File: config.mk
export PLATFORM = sky130hd
export DESIGN_NAME = ir_median_distance_filter_unit
export DESIGN_NICKNAME = d
export VERILOG_FILES = /design/src/hdl/irmdf_pkg.sv /design/src/hdl/ir_median_distance_filter_unit.sv /design/src/hdl/irmdf_history.sv /design/src/hdl/irmdf_divider.sv
export SDC_FILE = /design/constraint.sdc
export NUM_CORES = 1
export LEC_CHECK = 0
export ABC_AREA = 0
export ABC_CLOCK_PERIOD_IN_PS = 6100
export BUFFER_PORTS_ARGS = -buffer_cell sky130_fd_sc_hd__buf_2
export CAP_MARGIN = 5
export CORE_UTILIZATION = 30
export DETAILED_ROUTE_END_ITERATION = 10
export GPL_TIMING_DRIVEN = 1
export SETUP_SLACK_MARGIN = 0.05
export SLEW_MARGIN = 10
export SYNTH_ARGS = -nofsm -noshare
export SYNTH_HDL_FRONTEND = slang
export SYNTH_SLANG_ARGS = --single-unit
File: constraint.sdc
create_clock -name aclk -period 6.1 [get_ports aclk]
set_clock_uncertainty 0.15 [all_clocks]
set_input_delay 1.22 -clock aclk [delete_from_list [all_inputs] [get_ports aclk]]
set_output_delay 1.22 -clock aclk [all_outputs]
set_load 0.03 [all_outputs]
File: src/hdl/irmdf_pkg.sv
// Shared constants, types and register codes of the distance filter.
// No dependencies.
package irmdf_pkg;

    localparam int CHANNELS     = 4;
    localparam int CH_W         = (CHANNELS > 1) ? $clog2(CHANNELS) : 1;
    localparam int SAMPLE_W     = 12;
    localparam int NUM_W        = 20;
    localparam int FAR_W        = 10;
    localparam int CHAN_FIELD_W = 2;
    localparam int DIST_W       = 20;
    localparam int CNT_W        = $clog2(NUM_W);
    localparam int S_TDATA_W    = 16;
    localparam int M_TDATA_W    = 24;
    localparam int M_TUSER_W    = 8;
    localparam int CFG_IDX_W    = 2;
    localparam int CFG_DATA_W   = 20;

    localparam logic [SAMPLE_W-1:0] NEAR_THRESHOLD_RST  = 12'd494;
    localparam logic [NUM_W-1:0]    SCALE_NUMERATOR_RST = 20'd268130;
    localparam logic [SAMPLE_W-1:0] SAMPLE_OFFSET_RST   = 12'd159;
    localparam logic [FAR_W-1:0]    FAR_DISTANCE_RST    = 10'd799;

    typedef enum logic [CFG_IDX_W-1:0] {
        CFG_NEAR_THRESHOLD  = 2'd0,
        CFG_SCALE_NUMERATOR = 2'd1,
        CFG_SAMPLE_OFFSET   = 2'd2,
        CFG_FAR_DISTANCE    = 2'd3
    } cfg_idx_t;

    typedef enum logic [1:0] {
        ST_IDLE,
        ST_CHECK,
        ST_DIV,
        ST_DONE
    } state_t;

    typedef struct packed {
        logic [SAMPLE_W-1:0]     median;
        logic [CHAN_FIELD_W-1:0] channel;
    } hist_out_t;

    typedef struct packed {
        logic busy;
        logic done;
    } div_stat_t;

endpackage

File: src/hdl/ir_median_distance_filter_unit.sv
// Distance filter top level: one result word per sample word, one word at a time.
// Each sample passes the median history, a range check and, for in-range medians, the
// bit-serial divider; out-of-range medians take the far distance. A new word is taken
// only after the previous result has been loaded into the output register.
// Reset (aresetn low, synchronous) clears history, pointer and control and reloads config defaults.
// Depends on irmdf_pkg, irmdf_history, irmdf_divider.
module ir_median_distance_filter_unit import irmdf_pkg::*; (
    input  logic                  aclk,
    input  logic                  aresetn,
    // configuration write port
    input  logic                  cfg_wr_en,
    input  logic [CFG_IDX_W-1:0]  cfg_index,
    input  logic [CFG_DATA_W-1:0] cfg_wdata,
    // input stream
    input  logic                  s_tvalid,
    output logic                  s_tready,
    input  logic [S_TDATA_W-1:0]  s_tdata,   // [11:0] adc_sample
    // result stream
    output logic                  m_tvalid,
    input  logic                  m_tready,
    output logic [M_TDATA_W-1:0]  m_tdata,   // [19:0] distance_mm
    output logic [M_TUSER_W-1:0]  m_tuser    // [1:0] channel
);

    state_t state_reg, state_next;

    logic [SAMPLE_W-1:0] near_threshold_reg;
    logic [NUM_W-1:0]    scale_numerator_reg;
    logic [SAMPLE_W-1:0] sample_offset_reg;
    logic [FAR_W-1:0]    far_distance_reg;

    logic [DIST_W-1:0]       result_reg, result_next;
    logic                    m_valid_reg, m_valid_next;
    logic [DIST_W-1:0]       m_dist_reg;
    logic [CHAN_FIELD_W-1:0] m_chan_reg;

    logic                s_accept;
    logic                div_start;
    logic                out_load;
    logic                far_hit;
    logic [SAMPLE_W-1:0] divisor;
    hist_out_t           hist_out;
    div_stat_t           div_stat;
    logic [NUM_W-1:0]    quotient;

    always_ff @(posedge aclk) begin
        if (!aresetn) begin
            near_threshold_reg  <= NEAR_THRESHOLD_RST;
            scale_numerator_reg <= SCALE_NUMERATOR_RST;
            sample_offset_reg   <= SAMPLE_OFFSET_RST;
            far_distance_reg    <= FAR_DISTANCE_RST;
        end else if (cfg_wr_en) begin
            unique case (cfg_idx_t'(cfg_index))
                CFG_NEAR_THRESHOLD:  near_threshold_reg  <= cfg_wdata[SAMPLE_W-1:0];
                CFG_SCALE_NUMERATOR: scale_numerator_reg <= cfg_wdata[NUM_W-1:0];
                CFG_SAMPLE_OFFSET:   sample_offset_reg   <= cfg_wdata[SAMPLE_W-1:0];
                CFG_FAR_DISTANCE:    far_distance_reg    <= cfg_wdata[FAR_W-1:0];
                default: ;
            endcase
        end
    end

    assign s_tready = (state_reg == ST_IDLE);
    assign s_accept = s_tvalid && s_tready;

    irmdf_history u_history (
        .aclk     (aclk),
        .aresetn  (aresetn),
        .wr_en    (s_accept),
        .sample   (s_tdata[SAMPLE_W-1:0]),
        .hist_out (hist_out)
    );

    // medians at or below the offset also go far, so the divisor is never zero
    assign far_hit = (hist_out.median < near_threshold_reg) ||
                     (hist_out.median <= sample_offset_reg);
    assign divisor = hist_out.median - sample_offset_reg;

    irmdf_divider u_divider (
        .aclk      (aclk),
        .aresetn   (aresetn),
        .start     (div_start),
        .numerator (scale_numerator_reg),
        .divisor   (divisor),
        .stat      (div_stat),
        .quotient  (quotient)
    );

    always_comb begin
        state_next   = state_reg;
        result_next  = result_reg;
        div_start    = 1'b0;
        out_load     = 1'b0;
        m_valid_next = m_valid_reg && !m_tready;
        unique case (state_reg)
            ST_IDLE: begin
                if (s_accept) begin
                    state_next = ST_CHECK;
                end
            end
            ST_CHECK: begin
                if (far_hit) begin
                    result_next = DIST_W'(far_distance_reg);
                    state_next  = ST_DONE;
                end else begin
                    div_start  = 1'b1;
                    state_next = ST_DIV;
                end
            end
            ST_DIV: begin
                if (div_stat.done) begin
                    result_next = quotient;
                    state_next  = ST_DONE;
                end
            end
            ST_DONE: begin
                // hold until the output register is free
                if (!m_valid_reg || m_tready) begin
                    out_load     = 1'b1;
                    m_valid_next = 1'b1;
                    state_next   = ST_IDLE;
                end
            end
            default: state_next = ST_IDLE;
        endcase
    end

    always_ff @(posedge aclk) begin
        if (!aresetn) begin
            state_reg   <= ST_IDLE;
            m_valid_reg <= 1'b0;
        end else begin
            state_reg   <= state_next;
            m_valid_reg <= m_valid_next;
        end
    end

    always_ff @(posedge aclk) begin
        result_reg <= result_next;
        if (out_load) begin
            m_dist_reg <= result_reg;
            m_chan_reg <= hist_out.channel;
        end
    end

    assign m_tvalid = m_valid_reg;
    assign m_tdata  = M_TDATA_W'(m_dist_reg);
    assign m_tuser  = M_TUSER_W'(m_chan_reg);

endmodule

File: src/hdl/irmdf_history.sv
// Per-channel three-sample history, round-robin channel pointer and median.
// Depends on irmdf_pkg.
module irmdf_history import irmdf_pkg::*; (
    input  logic                aclk,
    input  logic                aresetn,
    input  logic                wr_en,
    input  logic [SAMPLE_W-1:0] sample,
    output hist_out_t           hist_out
);

    logic [SAMPLE_W-1:0]     newest_reg [CHANNELS];
    logic [SAMPLE_W-1:0]     middle_reg [CHANNELS];
    logic [CH_W-1:0]         ptr_reg;
    logic [CH_W-1:0]         ptr_next;
    logic [SAMPLE_W-1:0]     median_reg;
    logic [SAMPLE_W-1:0]     median_next;
    logic [CHAN_FIELD_W-1:0] channel_reg;

    logic [SAMPLE_W-1:0] a, b, c, lo, hi;

    // after the shift: newest = sample, middle = old newest, oldest = old middle
    always_comb begin
        a  = sample;
        b  = newest_reg[ptr_reg];
        c  = middle_reg[ptr_reg];
        lo = (a < b) ? a : b;
        hi = (a < b) ? b : a;
        if (c <= lo) begin
            median_next = lo;
        end else if (c >= hi) begin
            median_next = hi;
        end else begin
            median_next = c;
        end
        ptr_next = (ptr_reg == CH_W'(CHANNELS - 1)) ? '0 : ptr_reg + 1'b1;
    end

    always_ff @(posedge aclk) begin
        if (!aresetn) begin
            ptr_reg <= '0;
            for (int i = 0; i < CHANNELS; i++) begin
                newest_reg[i] <= '0;
                middle_reg[i] <= '0;
            end
        end else if (wr_en) begin
            newest_reg[ptr_reg] <= sample;
            middle_reg[ptr_reg] <= newest_reg[ptr_reg];
            ptr_reg             <= ptr_next;
        end
    end

    always_ff @(posedge aclk) begin
        if (wr_en) begin
            median_reg  <= median_next;
            channel_reg <= CHAN_FIELD_W'(ptr_reg);
        end
    end

    assign hist_out.median  = median_reg;
    assign hist_out.channel = channel_reg;

endmodule

File: src/hdl/irmdf_divider.sv
// Bit-serial restoring divider: one quotient bit per cycle, MSB first.
// Depends on irmdf_pkg.
module irmdf_divider import irmdf_pkg::*; (
    input  logic                aclk,
    input  logic                aresetn,
    input  logic                start,
    input  logic [NUM_W-1:0]    numerator,
    input  logic [SAMPLE_W-1:0] divisor,
    output div_stat_t           stat,
    output logic [NUM_W-1:0]    quotient
);

    logic [NUM_W-1:0]    quo_reg, quo_next;
    logic [SAMPLE_W-1:0] rem_reg, rem_next;
    logic [SAMPLE_W-1:0] div_reg;
    logic [CNT_W-1:0]    cnt_reg;
    logic                busy_reg;
    logic                done_reg;

    logic [SAMPLE_W:0] trial;
    logic              ge;

    // remainder stays below the divisor, so it fits the sample width
    always_comb begin
        trial    = {rem_reg, quo_reg[NUM_W-1]};
        ge       = trial >= {1'b0, div_reg};
        rem_next = ge ? SAMPLE_W'(trial - {1'b0, div_reg}) : trial[SAMPLE_W-1:0];
        quo_next = {quo_reg[NUM_W-2:0], ge};
    end

    always_ff @(posedge aclk) begin
        if (!aresetn) begin
            busy_reg <= 1'b0;
            done_reg <= 1'b0;
            cnt_reg  <= '0;
        end else begin
            done_reg <= 1'b0;
            if (start) begin
                busy_reg <= 1'b1;
                cnt_reg  <= CNT_W'(NUM_W - 1);
            end else if (busy_reg) begin
                cnt_reg <= cnt_reg - 1'b1;
                if (cnt_reg == '0) begin
                    busy_reg <= 1'b0;
                    done_reg <= 1'b1;
                end
            end
        end
    end

    always_ff @(posedge aclk) begin
        if (start) begin
            quo_reg <= numerator;
            rem_reg <= '0;
            div_reg <= divisor;
        end else if (busy_reg) begin
            quo_reg <= quo_next;
            rem_reg <= rem_next;
        end
    end

    assign stat.busy = busy_reg;
    assign stat.done = done_reg;
    assign quotient  = quo_reg;

endmodule

### Word-level counts from Yosys, hierarchy flattened

Memories as Yosys holds them, arrays and structs flattened. A register that Yosys moved wholly into a read port is not among the register bits.
Index checks and enable logic that the tools add are counted.

* flip-flop bits (word level): 166
* latch bits: 0
* memory bits (writable): 96
* bits in read-only memories: 0
* input port bits: 43
* output and inout port bits: 34
* logic and storage cells: 107
* memories: 2

* add/sub/neg operators: 4
* multiply operators: 0
* div/mod/pow operators: 0
* magnitude comparators: 6
* eq/ne operators: 11
* shifts and indexed selects: 0
* mux-type cells: 42
* bitwise logic cells: 2
* reduce and logical (&&, ||, !) cells: 21

Memory list
* u_history.middle_reg: depth 4, bits a word 12, rd ports 1, clocked after memory_dff 1, wr ports 4, line irmdf_history.sv:12 `logic [SAMPLE_W-1:0] middle_reg [CHANNELS];`
* u_history.newest_reg: depth 4, bits a word 12, rd ports 1, clocked after memory_dff 1, wr ports 4, line irmdf_history.sv:11 `logic [SAMPLE_W-1:0] newest_reg [CHANNELS];`

Operator list (count)
* 12-bit two-way mux: 7
* 20-bit two-way mux: 4
* 20-bit case mux with 2 select lines: 1
* 12-bit less-or-equal comparator: 2
* 12-bit < comparator: 2
* 12-bit OR reduction: 2
* 12-bit subtractor: 2
* 2-bit two-way mux: 10
* 1-bit two-way mux: 17
* 13-bit by 12-bit greater-or-equal comparator with 1-bit output: 1
* 12-bit greater-or-equal comparator: 1
* 2-bit == test (second input constant): 5
* 5-bit two-way mux: 2
* 2-bit case mux with 4 select lines: 1
* 2-bit AND reduction: 4
* 3-bit AND reduction: 2
* 5-bit zero test: 1
* 5-bit by 1-bit subtractor with 5-bit output (second input constant): 1
* 2-bit by 1-bit == test with 1-bit output (second input constant): 2
* 2-bit zero test: 2
* 2-bit by 1-bit != test with 1-bit output (second input constant): 2
* 2-bit != test (second input constant): 2
* 2-bit nonzero test: 2
* 3-bit OR reduction: 1
* 6 further kinds: 10

### Longest topological paths before layout

* depth in word-level cells: 7
* gate-level depth with buffers: 24

### Modules after synthesis

Synthesis repeated with hierarchy kept, for this count alone.

* cells, all modules: 1204
* area, all modules: 13146.4 um^2

Modules (own cells, without submodules)
* irmdf_history: instances 1, cells an instance 497, area an instance 5841.9 um^2
* ir_median_distance_filter_unit: instances 1, cells an instance 467, area an instance 4606.9 um^2
* irmdf_divider: instances 1, cells an instance 240, area an instance 2697.6 um^2

### Worst setup path after synthesis

OpenSTA, ideal clock, no wires.

* path kind: register -> register
* from: register (tool-made name)
* to: register u_history.median_reg[10] (data pin)
* setup time: 0.258 ns
* arrival time: 5.323 ns
* setup slack: 0.369 ns
* stages on the path, launching flop included: 22
* path buffers: 6
* cell sequence: dfxtp_1 -> buf_2 -> buf_1 -> clkbuf_1 -> o21a_1 -> inv_1 -> ha_1 -> and4_1 -> and3_4 -> a221o_1 -> a2111oi_4 -> buf_6 -> clkbuf_1 -> a21oi_1 -> ha_1 -> a21oi_1 -> o21ai_0 -> a2111oi_0 -> a21oi_1 -> mux2_2 -> buf_2 -> o221a_2

RTL lines
* end signal: assignment: line irmdf_history.sv:54 `median_reg <= median_next;`
* end: declaration: line irmdf_history.sv:15 `logic [SAMPLE_W-1:0] median_reg;`

==> metrics <==
per-cell routed wire length 16.18 um; TritonCTS clock tree built; pwr/cell area 486.0 mW/mm2; # IOs 77; Core ar. 0.04317 mm2; status finished, final reports clean; Final min period about 5600 ps; Leak 5.869 nW; DRC errors left 0; Overflow after GRT 0; TNS Setup 0 ps; Die Wd roughly 210 um; die area approximately 0.045 mm2; Peak supply drop 0.2914 mV; synthesized instance count 1167; GP Congestion about 0.87; worst hold path class flip-flop to flip-flop; library cells used by synthesis 61; Max Freq 0.1771 GHz; clk buf depth 3; Yosys warning count 0; worst hold path depth 0; Seq/Total Area, Yosys 0.5417; multi-input logic area 0.005573 mm2; first-pass GRT wire length 47.80 mm; root buf cell clkbuf_16; R2R depth 18; max incr delay on CP 500 ps; Num CTS Buffers 28; CP Max Fanout 38; largest net degree at the start of global routing 70; CP startpoint kind flip-flop; Crit-path slowest cell dfxtp_2; All-Layer GR Usage 0.1352; period utilisation layout 0.9258; Slew HR 0.2314; post-CTS setup buffers 0; DR pass1 iterations 5; port bufs 62; fraction of registers with async set/reset 0; H-Tree Depth 1; Reg area 0.007128 mm2; Mapped Avg Cell Area 11.27 um2; hpwl dp 20.70 mm; final setup violation count 0; total power roughly 7.3 mW; flop and latch count out of synthesis 264; final wirelength 29.62 mm; Final Non-Filler Cells 1831; Skew-Pair Late Insertion Delay 560 ps; Initial Utilization 0.3048; Post-synth EDFFs 184; Max-Cap Viols 0; count of final hold-check violations 0; antenna violations before repair 1; Filler Cell Count 4349; Critical Path, Cell by Cell mux2_2, o21a_1, inv_1, ha_1, and4_1, and3_4, a221o_1, a2111oi_4, buf_12, nor2_1, a21oi_1, ha_1, a21oi_1, o21ai_0, a2111oi_0, a21oi_1, mux2_2, o221a_2; area grow syn2layout 14.23%; Worst Path Required approximately 6300 ps; most frequent CP cell a21oi_1; # diodes 0; die height 211.4 um; Via Count roughly 8.8k; top_reg_cell synth edfxtp_1; Worst R2R Setup Slack 450 ps; number of cells after detailed placement approximately 1.8k; RSZ-0062 raised after global routing false; Final nets about 1.3k; arrival time worst endpoint approximately 5800 ps; DR iter-0 viols 622; fin util 0.3481; pins over their slew limit 0; DR vias/cell 4.783; Post-Syn Area 0.01316 mm2; Setup crit end kind flip-flop; vias in the first global route 8811; Reg clk slew, reported paths 60 ps; CTS sink cnt 264; Worst Max-Slew Pin Slew 1149 ps; row cnt 76; final antenna-violating net count 0; share of layout cells above drive strength 1 0.1677; WS Path Type flip-flop to flip-flop
-- critical path, delay by kind of cell, from the launching register on --
kind / cells / cell delay (ps)
fa+ha+maj: 2 / 560
mux: 2 / 780
simple gates: 3 / 510
buf+inv: 2 / 480
flops: 1 / 500
compound gates: 9 / 2410
-- logic make-up after synthesis --
logic type / Yosys count / share of synthesized area
and+or+nand+nor: 396 / 0.1385
DFF: 264 / 0.5417
AOI/OAI and AO/OA: 190 / 0.1046
buffers and inverters: 127 / 0.04098
muxes: 90 / 0.08444
adders and majority gates: 79 / 0.07626
xor gates and xnor gates: 20 / 0.01331
other: 1 / 0.0002850
-- synth_stat cells, drive strengths merged (16+ instances only) --
library cell	number	area share
mux2	45	0.039
a21boi	28	0.016
inv	62	0.018
nor2	110	0.031
clkbuf	40	0.011
ha	77	0.073
edfxtp	184	0.42
nand3	23	0.0087
o21a	20	0.011
o21ai	18	0.0068
dfxtp	80	0.12
a21oi	44	0.018
nand2	146	0.042
and2	32	0.015
buf	25	0.012
nor2b	16	0.0076
mux2i	33	0.025
and3	26	0.013
a211oi	18	0.010
-- layout by cell type (no fill, tap or decap), types with 16 or more instances in the layout --
master / count
o21ai_0: 16
ha_1: 77
a211oi_1: 18
o21a_1: 20
nand3_1: 23
clkbuf_16: 28
mux2i_1: 33
mux2_2: 43
edfxtp_1: 184
a21boi_0: 28
a21oi_1: 43
buf_2: 62
and2_1: 32
nand2_1: 146
and3_1: 25
buf_4: 22
dfxtp_1: 79
nor2_1: 110
inv_1: 62
-- worst paths after layout --
kind / startpoint / endpoint
max: flip-flop / u_history.median_reg[0]
max reg2reg: flip-flop / u_history.median_reg[0]
min reg2reg: result_reg[7] / m_dist_reg[7]
min: result_reg[7] / m_dist_reg[7]
-- metrics by stage --
step	hold slack, ps	area (um2)	setup WS [ps]
after detailed placement	254.5	14160	366.6
after CTS	269.0	15020	442.0
after global placement	251.9	14160	432.7
final	267.9	15030	452.8
after global routing	272.7	15030	113.3
after floorplan	250.3	13190	369.5
-- per-layer routing --
| metal | routed length [um] | track usage |
|---|---|---|
| met5 | 0 | 0 |
| met2 | 13940 | 0.2245 |
| met3 | 1285 | 0.02240 |
| met4 | 641 | 0.03823 |
| met1 | 13760 | 0.1807 |
-- power by group --
group,switching [mW],internal [mW]
clock,0.705,0.907
sequential,0.194,2.47
combinational,1.73,1.29
total,2.63,4.67
-- timing repair --
item | CTS | global route
hold buffers | 0 | 0
gates resized for setup | 0 | 1
endpoints found under the setup margin | 0 | 5
-- layout make-up --
type                            count  area share
Clock buffer                       36     0.04995
Clock inverter                     13    0.007076
Inverter                           62     0.01548
Multi-Input combinational cell    785      0.3708
Sequential cell                   264      0.4743
Tap cell                          585     0.04870
Timing Repair Buffer               86     0.03372
(Power assumes the default switching activity.)
